`src/design/apba_pkg.sv`:
```
// Shared constants, types and helpers for the aligned page bitmap allocator.
package apba_pkg;

  localparam int unsigned PoolPages = 256;
  localparam int unsigned PageShift = 12;
  localparam int unsigned WordBits  = 32;
  localparam int unsigned BitIdxW   = $clog2(WordBits);
  localparam int unsigned Words     = (PoolPages + WordBits - 1) / WordBits;
  localparam int unsigned PageIdxW  = $clog2(PoolPages);
  localparam int unsigned WordIdxW  = (Words > 1) ? $clog2(Words) : 1;
  localparam int unsigned PgW       = PageIdxW + 2;
  localparam int unsigned PageNumW  = 32 - PageShift;

  typedef logic [PgW-1:0]      pg_t;
  typedef logic [WordIdxW-1:0] widx_t;
  typedef logic [WordBits-1:0] word_t;

  typedef enum logic [1:0] {
    StatusOk      = 2'd0,
    StatusBadSize = 2'd1,
    StatusNoSpace = 2'd2
  } status_e;

  typedef enum logic {
    ActAlloc = 1'b0,
    ActClear = 1'b1
  } action_e;

  typedef struct packed {
    logic  en;
    widx_t addr;
    word_t data;
  } bm_wr_t;

  function automatic widx_t word_of(pg_t p);
    pg_t t;
    t = p >> BitIdxW;
    return t[WordIdxW-1:0];
  endfunction

endpackage

```
`src/design/apba_bitmap.sv`:
```
// Page-used bitmap memory with registered read and a flash clear of all words.
module apba_bitmap (
  input  logic            clk_i,
  input  logic            rst_ni,
  input  logic            rd_en_i,
  input  apba_pkg::widx_t rd_addr_i,
  output apba_pkg::word_t rd_data_o,
  input  apba_pkg::bm_wr_t wr_i,
  input  logic            clr_i
);
  import apba_pkg::*;

  word_t            mem_q [Words];
  logic [Words-1:0] vld_q;
  word_t            rd_q;
  logic             rd_vld_q;

  always_ff @(posedge clk_i) begin
    if (wr_i.en) begin
      mem_q[wr_i.addr] <= wr_i.data;
    end
    if (rd_en_i) begin
      rd_q <= mem_q[rd_addr_i];
    end
  end

  // unwritten words read as free
  always_ff @(posedge clk_i or negedge rst_ni) begin
    if (!rst_ni) begin
      vld_q    <= '0;
      rd_vld_q <= 1'b0;
    end else begin
      if (clr_i) begin
        vld_q <= '0;
      end else if (wr_i.en) begin
        vld_q[wr_i.addr] <= 1'b1;
      end
      if (rd_en_i) begin
        rd_vld_q <= vld_q[rd_addr_i];
      end
    end
  end

  assign rd_data_o = rd_vld_q ? rd_q : '0;

endmodule

```
`src/design/aligned_page_bitmap_allocator.sv`:
```
// Aligned page bitmap allocator top level.
// Hands out naturally aligned regions from a window of PoolPages 4 KiB pages starting at the
// configured pool base; one used bit per page lives in a small bitmap RAM with a registered
// read. A clear transaction, or an allocate rejected for its size or with no aligned candidate
// inside the window, goes from the setup state straight to the result state, which loads the
// output register once that is free; the next transaction can be accepted after that. An
// allocate that searches also passes through the scan and mark states: the first-fit search
// steps through each candidate base, one 32-page word per cycle, then rewrites the words of
// the chosen span one per cycle. Single-page requests in a nearly full pool are the slowest case.
// One transaction is in work at a time; the next is accepted while a result is still waiting at
// the output register.
module aligned_page_bitmap_allocator (
  input  logic        clk_i,
  input  logic        rst_ni,
  input  logic        cfg_we_i,
  input  logic [31:0] cfg_wdata_i,
  input  logic        in_valid_i,
  output logic        in_ready_o,
  input  logic        action_i,
  input  logic [31:0] request_size_i,
  output logic        out_valid_o,
  input  logic        out_ready_i,
  output logic [1:0]  status_o,
  output logic [31:0] region_base_o
);
  import apba_pkg::*;

  localparam logic [2:0] StIdle   = 3'd0;
  localparam logic [2:0] StSetup  = 3'd1;
  localparam logic [2:0] StScan   = 3'd2;
  localparam logic [2:0] StMark   = 3'd3;
  localparam logic [2:0] StResult = 3'd4;

  logic [2:0]          state_q, state_d;
  logic [PageNumW-1:0] pool_base_q;
  action_e             act_q, act_d;
  logic [31:0]         size_q, size_d;
  pg_t                 p_q, p_d;
  pg_t                 first_q, first_d;
  pg_t                 cnt_q, cnt_d;
  pg_t                 win_q, win_d;
  status_e             stat_q, stat_d;
  logic [31:0]         base_q, base_d;
  logic                out_valid_q, out_valid_d;
  status_e             out_status_q, out_status_d;
  logic [31:0]         out_base_q, out_base_d;

  logic                bm_rd_en;
  widx_t               bm_rd_addr;
  word_t               bm_rd_data;
  bm_wr_t              bm_wr;
  logic                bm_clr;

  apba_bitmap u_bitmap (
    .clk_i     (clk_i),
    .rst_ni    (rst_ni),
    .rd_en_i   (bm_rd_en),
    .rd_addr_i (bm_rd_addr),
    .rd_data_o (bm_rd_data),
    .wr_i      (bm_wr),
    .clr_i     (bm_clr)
  );

  // request decode
  logic [PageNumW:0] room;
  pg_t               win;
  logic              pow2;
  logic              fits;
  pg_t               cnt;
  pg_t               off;

  always_comb begin
    room = {1'b1, {PageNumW{1'b0}}} - {1'b0, pool_base_q};
    win  = (room < (PageNumW+1)'(PoolPages)) ? pg_t'(room) : pg_t'(PoolPages);
    pow2 = (size_q != '0) && ((size_q & (size_q - 32'd1)) == '0);
    fits = {1'b0, size_q} <= 33'({win, {PageShift{1'b0}}});
    cnt  = (size_q[31:PageShift] == '0) ? pg_t'(1) : pg_t'(size_q[31:PageShift]);
    off  = (pg_t'(0) - pg_t'(pool_base_q)) & (cnt - pg_t'(1));
  end

  // span check against the word currently read
  pg_t   span_end;
  pg_t   boundary;
  word_t lo_mask;
  word_t hi_mask;
  word_t span_mask;
  logic  hit;
  logic  last;

  always_comb begin
    span_end  = first_q + cnt_q;
    boundary  = ((p_q >> BitIdxW) + pg_t'(1)) << BitIdxW;
    lo_mask   = ~((word_t'(1) << p_q[BitIdxW-1:0]) - word_t'(1));
    hi_mask   = (span_end < boundary) ?
                ((word_t'(1) << span_end[BitIdxW-1:0]) - word_t'(1)) : '1;
    span_mask = lo_mask & hi_mask;
    hit       = |(bm_rd_data & span_mask);
    last      = span_end <= boundary;
  end

  assign in_ready_o = (state_q == StIdle);

  always_comb begin
    state_d      = state_q;
    act_d        = act_q;
    size_d       = size_q;
    p_d          = p_q;
    first_d      = first_q;
    cnt_d        = cnt_q;
    win_d        = win_q;
    stat_d       = stat_q;
    base_d       = base_q;
    out_valid_d  = out_valid_q;
    out_status_d = out_status_q;
    out_base_d   = out_base_q;
    bm_rd_en     = 1'b0;
    bm_rd_addr   = '0;
    bm_wr        = '0;
    bm_clr       = 1'b0;

    if (out_valid_q && out_ready_i) begin
      out_valid_d = 1'b0;
    end

    case (state_q)
      StIdle: begin
        if (in_valid_i) begin
          act_d   = action_e'(action_i);
          size_d  = request_size_i;
          state_d = StSetup;
        end
      end
      StSetup: begin
        base_d = '0;
        if (act_q == ActClear) begin
          bm_clr  = 1'b1;
          stat_d  = StatusOk;
          state_d = StResult;
        end else if (!(pow2 && fits)) begin
          stat_d  = StatusBadSize;
          state_d = StResult;
        end else if ((off + cnt) > win) begin
          stat_d  = StatusNoSpace;
          state_d = StResult;
        end else begin
          first_d    = off;
          p_d        = off;
          cnt_d      = cnt;
          win_d      = win;
          bm_rd_en   = 1'b1;
          bm_rd_addr = word_of(off);
          state_d    = StScan;
        end
      end
      StScan: begin
        if (hit) begin
          if ((span_end + cnt_q) > win_q) begin
            stat_d  = StatusNoSpace;
            state_d = StResult;
          end else begin
            first_d    = span_end;
            p_d        = span_end;
            bm_rd_en   = 1'b1;
            bm_rd_addr = word_of(span_end);
          end
        end else if (last) begin
          p_d        = first_q;
          bm_rd_en   = 1'b1;
          bm_rd_addr = word_of(first_q);
          state_d    = StMark;
        end else begin
          p_d        = boundary;
          bm_rd_en   = 1'b1;
          bm_rd_addr = word_of(boundary);
        end
      end
      StMark: begin
        bm_wr.en   = 1'b1;
        bm_wr.addr = word_of(p_q);
        bm_wr.data = bm_rd_data | span_mask;
        if (last) begin
          stat_d  = StatusOk;
          base_d  = {pool_base_q + PageNumW'(first_q), {PageShift{1'b0}}};
          state_d = StResult;
        end else begin
          p_d        = boundary;
          bm_rd_en   = 1'b1;
          bm_rd_addr = word_of(boundary);
        end
      end
      StResult: begin
        if (!out_valid_q || out_ready_i) begin
          out_valid_d  = 1'b1;
          out_status_d = stat_q;
          out_base_d   = base_q;
          state_d      = StIdle;
        end
      end
      default: begin
        state_d = StIdle;
      end
    endcase
  end

  always_ff @(posedge clk_i or negedge rst_ni) begin
    if (!rst_ni) begin
      state_q     <= StIdle;
      out_valid_q <= 1'b0;
      pool_base_q <= '0;
    end else begin
      state_q     <= state_d;
      out_valid_q <= out_valid_d;
      if (cfg_we_i) begin
        pool_base_q <= cfg_wdata_i[31:PageShift];
      end
    end
  end

  always_ff @(posedge clk_i) begin
    act_q        <= act_d;
    size_q       <= size_d;
    p_q          <= p_d;
    first_q      <= first_d;
    cnt_q        <= cnt_d;
    win_q        <= win_d;
    stat_q       <= stat_d;
    base_q       <= base_d;
    out_status_q <= out_status_d;
    out_base_q   <= out_base_d;
  end

  assign out_valid_o   = out_valid_q;
  assign status_o      = out_status_q;
  assign region_base_o = out_base_q;

  a_wr_clr_excl: assert property (@(posedge clk_i) disable iff (!rst_ni)
    !(bm_wr.en && bm_clr))
    else $error("bitmap write and clear in the same cycle");

  a_rw_addr_differ: assert property (@(posedge clk_i) disable iff (!rst_ni)
    (bm_rd_en && bm_wr.en) |-> (bm_rd_addr != bm_wr.addr))
    else $error("bitmap read and write hit the same word");

  a_err_base_zero: assert property (@(posedge clk_i) disable iff (!rst_ni)
    (out_valid_o && (status_o != StatusOk)) |-> (region_base_o == '0))
    else $error("non-zero region base with error status");

  a_cursor_in_span: assert property (@(posedge clk_i) disable iff (!rst_ni)
    ((state_q == StScan) || (state_q == StMark)) |->
      ((p_q >= first_q) && (p_q < (first_q + cnt_q))))
    else $error("page cursor outside candidate span");

endmodule

```
`config.mk`:
```
export PLATFORM = sky130hd
export DESIGN_NAME = aligned_page_bitmap_allocator
export DESIGN_NICKNAME = d
export VERILOG_FILES = /design/src/design/apba_pkg.sv /design/src/design/apba_bitmap.sv /design/src/design/aligned_page_bitmap_allocator.sv
export SDC_FILE = /design/constraint.sdc
export NUM_CORES = 1
export LEC_CHECK = 0
export ABC_CLOCK_PERIOD_IN_PS = 9300
export BUFFER_PORTS_ARGS = -buffer_cell sky130_fd_sc_hd__buf_4
export CAP_MARGIN = 20
export CORE_MARGIN = 1.5
export CORE_UTILIZATION = 33
export DETAILED_ROUTE_END_ITERATION = 8
export GPL_TIMING_DRIVEN = 0
export PLACE_DENSITY = 0.55
export SKIP_CTS_REPAIR_TIMING = 1
export SYNTH_ARGS = -nofsm -noshare
export SYNTH_HDL_FRONTEND = slang
export SYNTH_SLANG_ARGS = --single-unit
```
`constraint.sdc`:
```
create_clock -name clk_i -period 9.3 [get_ports clk_i]
set_input_delay 0.465 -clock clk_i [delete_from_list [all_inputs] [get_ports clk_i]]
set_output_delay 0.465 -clock clk_i [all_outputs]
set_load 0.02 [all_outputs]
```
# Yosys cells after proc, flatten, opt, wreduce, memory -nomap -nowiden
# Memory sizes are Yosys's and may differ from the RTL's. A register that Yosys moved wholly into a read port is not among the register bits.
# Cells that the tools add are included.
dict set report totals {
  n_memories 1
  reg_bits 174
  ramBits 256
  elab_cells 150
}
# name words width rd rd_ports_with_merged_regs wr line_no
set memory_table {}
lappend memory_table {u_bitmap.mem_q 8 32 1 1 1 apba_bitmap.sv:13} ;# word_t mem_q [Words];
dict set report op_classes {
  muxes 62
  n_reduce_logical 23
  magnitude_cmp 9
  n_addsub 11
  n_bitwise 9
  shift 2
  n_eq_ne 18
}
# op count
set ops {}
lappend ops {{$mux 10} 10}
lappend ops {{$and 32x32->32} 3}
lappend ops {{$mux 32} 3}
lappend ops {{$sub 32x1->32 const B} 3}
lappend ops {{$pmux 32 s2} 1}
lappend ops {{$shl 1x5->32 const A} 2}
lappend ops {{$mux 3} 16}
lappend ops {{$mux 36} 1}
lappend ops {{$le 32x22->1} 1}
lappend ops {{$logic_not 32->1} 1}
lappend ops {{$not 32->32} 1}
lappend ops {{$or 32x32->32} 1}
lappend ops {{$reduce_bool 32->1} 1}
lappend ops {{$reduce_or 32->1} 1}
lappend ops {{$add 10x10->10} 3}
lappend ops {{$pmux 10 s3} 1}
lappend ops {{$lt 21x9->1 const B} 1}
lappend ops {{$sub 21x20->21 const A} 1}
lappend ops {{$add 20x10->20} 1}
lappend ops {{$gt 10x10->1} 2}
lappend ops {{$logic_not 20->1} 1}
lappend ops {{$ne 2x2->1 const B} 10}
lappend ops {{$pmux 10 s2} 1}
lappend ops {{$mux 8} 2}
lappend ops {{33 further kinds} 66}

# Depth between registers and ports, before layout
dict set report depth {
  depth_word 14
  mapped_depth 37
}

# Hierarchy
# From an unflattened synthesis, not the netlist that was laid out.
dict set report unflattened {
  cells_unflattened 1717
  area_unflattened_um2 22367.7
}
# module cells_each area_each_um2 seq_area_each_um2 n_inst
set by_module_without_submodules {}
lappend by_module_without_submodules {apba_bitmap 477 11309.6 8873.5 1}
lappend by_module_without_submodules {aligned_page_bitmap_allocator 1240 11058.1 4113.9 1}

# Worst setup path after synthesis
# OpenSTA, ideal clock, no wires.
dict set report synth_path {
  path_type {register -> register}
  start {reg size_q[19]}
  end {reg state_q[2]}
  period_less_slack_ps 7335
  path_buffers 1
  t_arrival_ps 7215
  path_stages_with_launch 32
  slack_ps 1965
  setup_time_ps 120
  required_ps 9180
  cell_sequence {edfxtp_1 > clkbuf_1 > or2_2 > nor4_1 > a41oi_1 > inv_1 > nor3_1 > xnor2_1 > nor2_1 > ha_1 > inv_1 > o21bai_1 > a211oi_1 > o22ai_1 > nand2b_1 > a22oi_1 > nand2_1 > a22o_1 > o21bai_1 > a22oi_1 > xor2_1 > ha_1 > nand4_1 > nor2_1 > nand2_1 > o31ai_1 > a41oi_1 > nor4_4 > nor2_1 > nand3_1 > nor3_1 > a31o_2}
}
dict set report synth_via {
  elab_chain_len 10
  word_cells_on_any_way 17
}
# element line_no
set synth_lines {}
lappend synth_lines {{start, declared} aligned_page_bitmap_allocator.sv:37} ;# logic [31:0] size_q, size_d;
lappend synth_lines {{start signal, assigned} aligned_page_bitmap_allocator.sv:221} ;# size_q <= size_d;
lappend synth_lines {{$logic_not 20->1 (*)} aligned_page_bitmap_allocator.sv:77} ;# cnt = (size_q[31:PageShift] == '0) ? pg_t'(1) : pg_t'(size_q[31:PageShift]);
lappend synth_lines {{$mux 10 (*)} aligned_page_bitmap_allocator.sv:77}
lappend synth_lines {{net cnt[0]} aligned_page_bitmap_allocator.sv:69} ;# pg_t cnt;
lappend synth_lines {{$sub 10x1->10} aligned_page_bitmap_allocator.sv:78} ;# off = (pg_t'(0) - pg_t'(pool_base_q)) & (cnt - pg_t'(1));
lappend synth_lines {{$and 10x10->10} aligned_page_bitmap_allocator.sv:78}
lappend synth_lines {{$add 10x10->10 (*)} aligned_page_bitmap_allocator.sv:142} ;# end else if ((off + cnt) > win) begin
lappend synth_lines {{$gt 10x10->1 (*)} aligned_page_bitmap_allocator.sv:142}
lappend synth_lines {{$mux 3 (*)} aligned_page_bitmap_allocator.sv:142}
lappend synth_lines {{$mux 3 (*)} aligned_page_bitmap_allocator.sv:139} ;# end else if (!(pow2 && fits)) begin
lappend synth_lines {{$mux 3 (*)} aligned_page_bitmap_allocator.sv:135} ;# if (act_q == ActClear) begin
lappend synth_lines {{$pmux 3 s5 (*)} aligned_page_bitmap_allocator.sv:125} ;# case (state_q)
lappend synth_lines {{end signal, assigned} aligned_page_bitmap_allocator.sv:207} ;# state_q <= StIdle;
lappend synth_lines {{end signal, assigned} aligned_page_bitmap_allocator.sv:211} ;# state_q <= state_d;
lappend synth_lines {{end, declared} aligned_page_bitmap_allocator.sv:34} ;# logic [2:0] state_q, state_d;
# The timed path passes the listed nets; every way through them passes the cells marked *.
# A chain may end at the register's enable or synchronous reset.

# Worst setup path after layout
dict set report layout_path {
  start {reg size_q[19]}
  end {reg u_bitmap.rd_q[1], read port of u_bitmap.mem_q (data pin)}
}
dict set report layout_via {
  elab_chain_len 10
  word_cells_on_any_way 21
}
# element line_no
set layout_lines {}
lappend layout_lines {{$logic_not 20->1 (*)} aligned_page_bitmap_allocator.sv:77}
lappend layout_lines {{$mux 10 (*)} aligned_page_bitmap_allocator.sv:77}
lappend layout_lines {{net cnt[0]} aligned_page_bitmap_allocator.sv:69}
lappend layout_lines {{$sub 10x1->10} aligned_page_bitmap_allocator.sv:78}
lappend layout_lines {{$and 10x10->10} aligned_page_bitmap_allocator.sv:78}
lappend layout_lines {{$add 10x10->10} aligned_page_bitmap_allocator.sv:142}
lappend layout_lines {{$gt 10x10->1} aligned_page_bitmap_allocator.sv:142}
lappend layout_lines {{$mux 3 / $mux 1 (equally long branches)} aligned_page_bitmap_allocator.sv:142}
lappend layout_lines {{$mux 3 / $mux 1 (equally long branches)} aligned_page_bitmap_allocator.sv:139}
lappend layout_lines {{$mux 3 / $mux 1 (equally long branches)} aligned_page_bitmap_allocator.sv:135}
lappend layout_lines {{$pmux 3 s3 / $pmux 1 s3 (equally long branches)} aligned_page_bitmap_allocator.sv:125}
lappend layout_lines {{end, declared} apba_bitmap.sv:15} ;# word_t rd_q;
# Marked as above.

==> results.tsv <==
stage	metric	value	unit
outcome	outcome	completed	
critical_path	critPathArrivalTime	8.96	ns
finish	diodes	0	
route	vias_per_cell	5.38	
clock_network	cts_buffer_depth	3	
route	wire_per_inst	22.7	um
critical_path	cpMaxStageDelayCell	edfxtp_1	
logic_synthesis	synth_top_area_share	54.5	%
placed_design	hpwlAfterDp	49200	um
logic_synthesis	synth_top_family_by_area	compound AO/OA/AOI/OAI gates	
finish	area_growth	16.9	%
route	vias	15500	
critical_path	critical_path_class	flop to flop	
flow_run	max-cap-violations	0	
finish	nets	2112	
placed_design	place_ws	0.192	ns
power	p_comb_share	10.0	%
power	p_switching	0.00113	W
finish	final_common_cell	edfxtp_1	
critical_path	slowest_delay	0.41	ns
global_route	grt_pass1_vias	15500	
placed_design	dpl.cell_count	2792	
power	power-per-cell-area	176	mW/mm2
sta	setup_violations	0	
finish	fin_cells	2879	
sta	drv_slew	0	
route	dr.pass1.iters	5	
logic_synthesis	ys.flop_type	edfxtp_1	
logic_synthesis	ys_seq_area_share	58.2	%
floorplan	io-pin-count	106	
sta	finalClockSkew	0.0277	ns
critical_path	cpMostUsedCell	o21bai_1	
logic_synthesis	muxShareOfSynthArea	7.28	%
floorplan	die_h	263	um
critical_path	r2r_setup_slack	0.70	ns
logic_synthesis	ys_ff_latch	438	
clock_network	cts_tree	done	
route	routed_wl	65400	um
power	p_int	0.00346	W
logic_synthesis	synth_edf_count	405	
clock_network	cts.sinks	438	
sta	tightest_slew	1.21	ns
sta	fin_crit_sh	92.4	%
power	max-vdd-ir-drop	0.108	mV
finish	fin_util	38.9	%
power	seq_power_share	49.4	%
worst_hold_path	hp-class	input pin to flop	
logic_synthesis	synthAdderAreaFrac	4.20	%
placed_design	port_buffers	80	
sta	fin_ws	0.703	ns
logic_synthesis	synth_compound_area_share	14.5	%
global_route	overflow	0	
critical_path	crit_buf_inv	5	
floorplan	die_x	263	um
clock_network	root_buffer	clkbuf_16	
logic_synthesis	synth_xor_area_share	2.28	%
power	clkPwrFrac	40.6	%
logic_synthesis	yosysTopAreaCell	edfxtp_1	
global_route	grt_max_degree	34	
floorplan	die_area	0.0691	mm2
logic_synthesis	yosys-top-cells-area	edfxtp_1 (55%), ha_1 (3.9%), mux2_2 (3.8%), dfrtp_1 (3.7%), mux2i_1 (3.2%)	
clock_network	path_clk_slew	0.06	ns
global_route	grt_usage	18.8	%
critical_path	cp_top_family	compound AO/OA/AOI/OAI gates	
logic_synthesis	ys_warn_count	0	
floorplan	rows	95	
sta	relSlewSlack	19.1	%
route	drtIter0Drc	1285	
logic_synthesis	synth_cells	1796	
logic_synthesis	yosys.area_share.simple	9.58	%
placed_design	globalplace.congestion	0.905	
sta	period_minus_slack	8.60	ns
logic_synthesis	synth_area	0.0223	mm2
clock_network	cts_made_buffers	46	
sta	max_freq	116	MHz
power	swShare	24.6	%
floorplan	initial_core_util	33.3	%
floorplan	core_area	0.0670	mm2
global_route	grt_first_pass_wirelength	99200	um
logic_synthesis	netlist-cell-type-count	91	
power	power	0.00459	W
clock_network	htreeDepth	2	
route	drcViolationCount	0	
critical_path	start_kind	flop	
finish	layout-drive-gt1-share	18.2	%
sta	hold_viol	0	
critical_path	crit_fanout	13	
global_route	antenna_found_initial	0	
critical_path	cp-end-kind	flop	
logic_synthesis	syn_avg_cell_area	12.4	um2
power	leakage	9.94	nW
finish	layout_common_cells	edfxtp_1 (405), nand2_1 (123), nor2_1 (102), buf_4 (102), a21oi_1 (86)	
logic_synthesis	synth-async-reset-ratio	7.53	%
clock_network	worstSkewPairLatency	0.61	ns
critical_path	crit_required	9.67	ns
sta	rsz0062_at_grt	no	
route	ant_nets	0	
-- per-stage QoR --
stage	instance area, um2	hold slack, ns	setup TNS, ns
2_1_floorplan	22400	0.169	0
3_3_place_gp	24000	0.400	-12.73
3_5_place_dp	24500	0.405	0
4_1_cts	26000	-0.166	0
5_1_grt	26100	0.0198	0
6_report	26100	0.0412	0
-- kinds of logic (layout without fill, tap and decap cells) --
logic type | count (synthesis) | count (layout)
other | 2 | 16
muxes | 152 | 152
and+or+nand+nor | 433 | 433
DFF | 438 | 438
buffers and inverters | 195 | 391
adders and majority gates | 73 | 73
AOI/OAI and AO/OA | 445 | 445
xor gates and xnor gates | 58 | 58
-- path summary, 6_finish.rpt --
kind                                    from           endpoint  cells past startpoint
setup reg to reg                  size_q[19]   u_bitmap.rd_q[1]                     35
hold reg to reg                   base_q[17]  region_base_o[17]                      0
max in group asynchronous             rst_ni  u_bitmap.rd_vld_q                      2
hold / removal             request_size_i[6]          size_q[6]                      1
setup / recovery                  size_q[19]   u_bitmap.rd_q[1]                     35
min in group asynchronous             rst_ni     pool_base_q[6]                      2
-- power by group through the flow --
stage	Clock (W)	Combinational [W]	Sequential, W
finish	0.00187	0.000458	0.00227
global route	0.00198	0.000504	0.00227
CTS	0.00191	0.000456	0.00227
detailed placement	0	0.000454	0.00231
global placement	0	0.000433	0.00231
floorplan	0	0.000271	0.00231
-- metal layers --
metal	vias up	share of wire [%]	wire (um)	global-route usage [%]
met5	-	0	0	0
met4	0	2.3	1480	4.95
li1	7216	-	-	-
met1	7730	46	30000	26.6
met2	441	46	30300	30.3
met3	90	5.6	3640	2.58
-- registers in the layout, summed over array words and instances (netlist names) --
register           count
win_q                 10
act_q                  1
pool_base_q           20
out_valid_o            1
region_base_o         20
u_bitmap.mem_q       256
u_bitmap.rd_q         32
u_bitmap.rd_vld_q      1
p_q                   10
first_q               10
cnt_q                 10
status_o               2
u_bitmap.vld_q         8
base_q                20
size_q                32
state_q                3
stat_q                 2
-- cell usage after synthesis (7+ instances only) --
| cell type | number |
|---|---|
| xor2_1 | 19 |
| mux2_2 | 76 |
| a221oi_1 | 8 |
| buf_1 | 7 |
| o2111ai_1 | 8 |
| o22ai_1 | 43 |
| nand2_1 | 123 |
| nand2b_1 | 19 |
| nand4_1 | 12 |
| o31ai_1 | 11 |
| nor4_1 | 16 |
| and2_1 | 8 |
| a221oi_2 | 26 |
| dfrtp_1 | 33 |
| edfxtp_1 | 405 |
| a21oi_1 | 87 |
| buf_6 | 7 |
| nor3_1 | 29 |
| a21o_1 | 19 |
| a41oi_1 | 7 |
| inv_1 | 71 |
| o21a_1 | 18 |
| buf_2 | 20 |
| or4_1 | 7 |
| nand3_1 | 41 |
| clkbuf_1 | 72 |
| or3_1 | 12 |
| xnor2_1 | 39 |
| ha_1 | 70 |
| a31oi_1 | 16 |
| nor2_1 | 106 |
| o211ai_1 | 12 |
| o21bai_1 | 11 |
| buf_4 | 15 |
| a22oi_1 | 18 |
| a211oi_1 | 11 |
| or2_2 | 10 |
| nor2b_1 | 17 |
| o21ai_0 | 74 |
| mux2i_1 | 71 |
-- worst register-to-register path, delay by kind of cell, from the launching register on --
family	cells	cell delay (ns)
AOI/OAI and AO/OA	17	3.98
and+or+nand+nor	9	1.86
buffers and inverters	5	1.23
adders and majority gates	2	0.65
DFF	1	0.41
xor gates and xnor gates	2	0.28
-- cell type report --
| cell class | count | area [um2] |
|---|---|---|
| Buffer | 122 | 603 |
| Clock buffer | 50 | 1180 |
| Clock inverter | 35 | 364 |
| Fill cell | 6383 | 41000 |
| Inverter | 73 | 274 |
| Multi-Input combinational cell | 1177 | 8590 |
| Sequential cell | 438 | 13000 |
| Tap cell | 873 | 1090 |
| Timing Repair Buffer | 111 | 982 |
No activity file was read; power rests on OpenSTA's default activity.
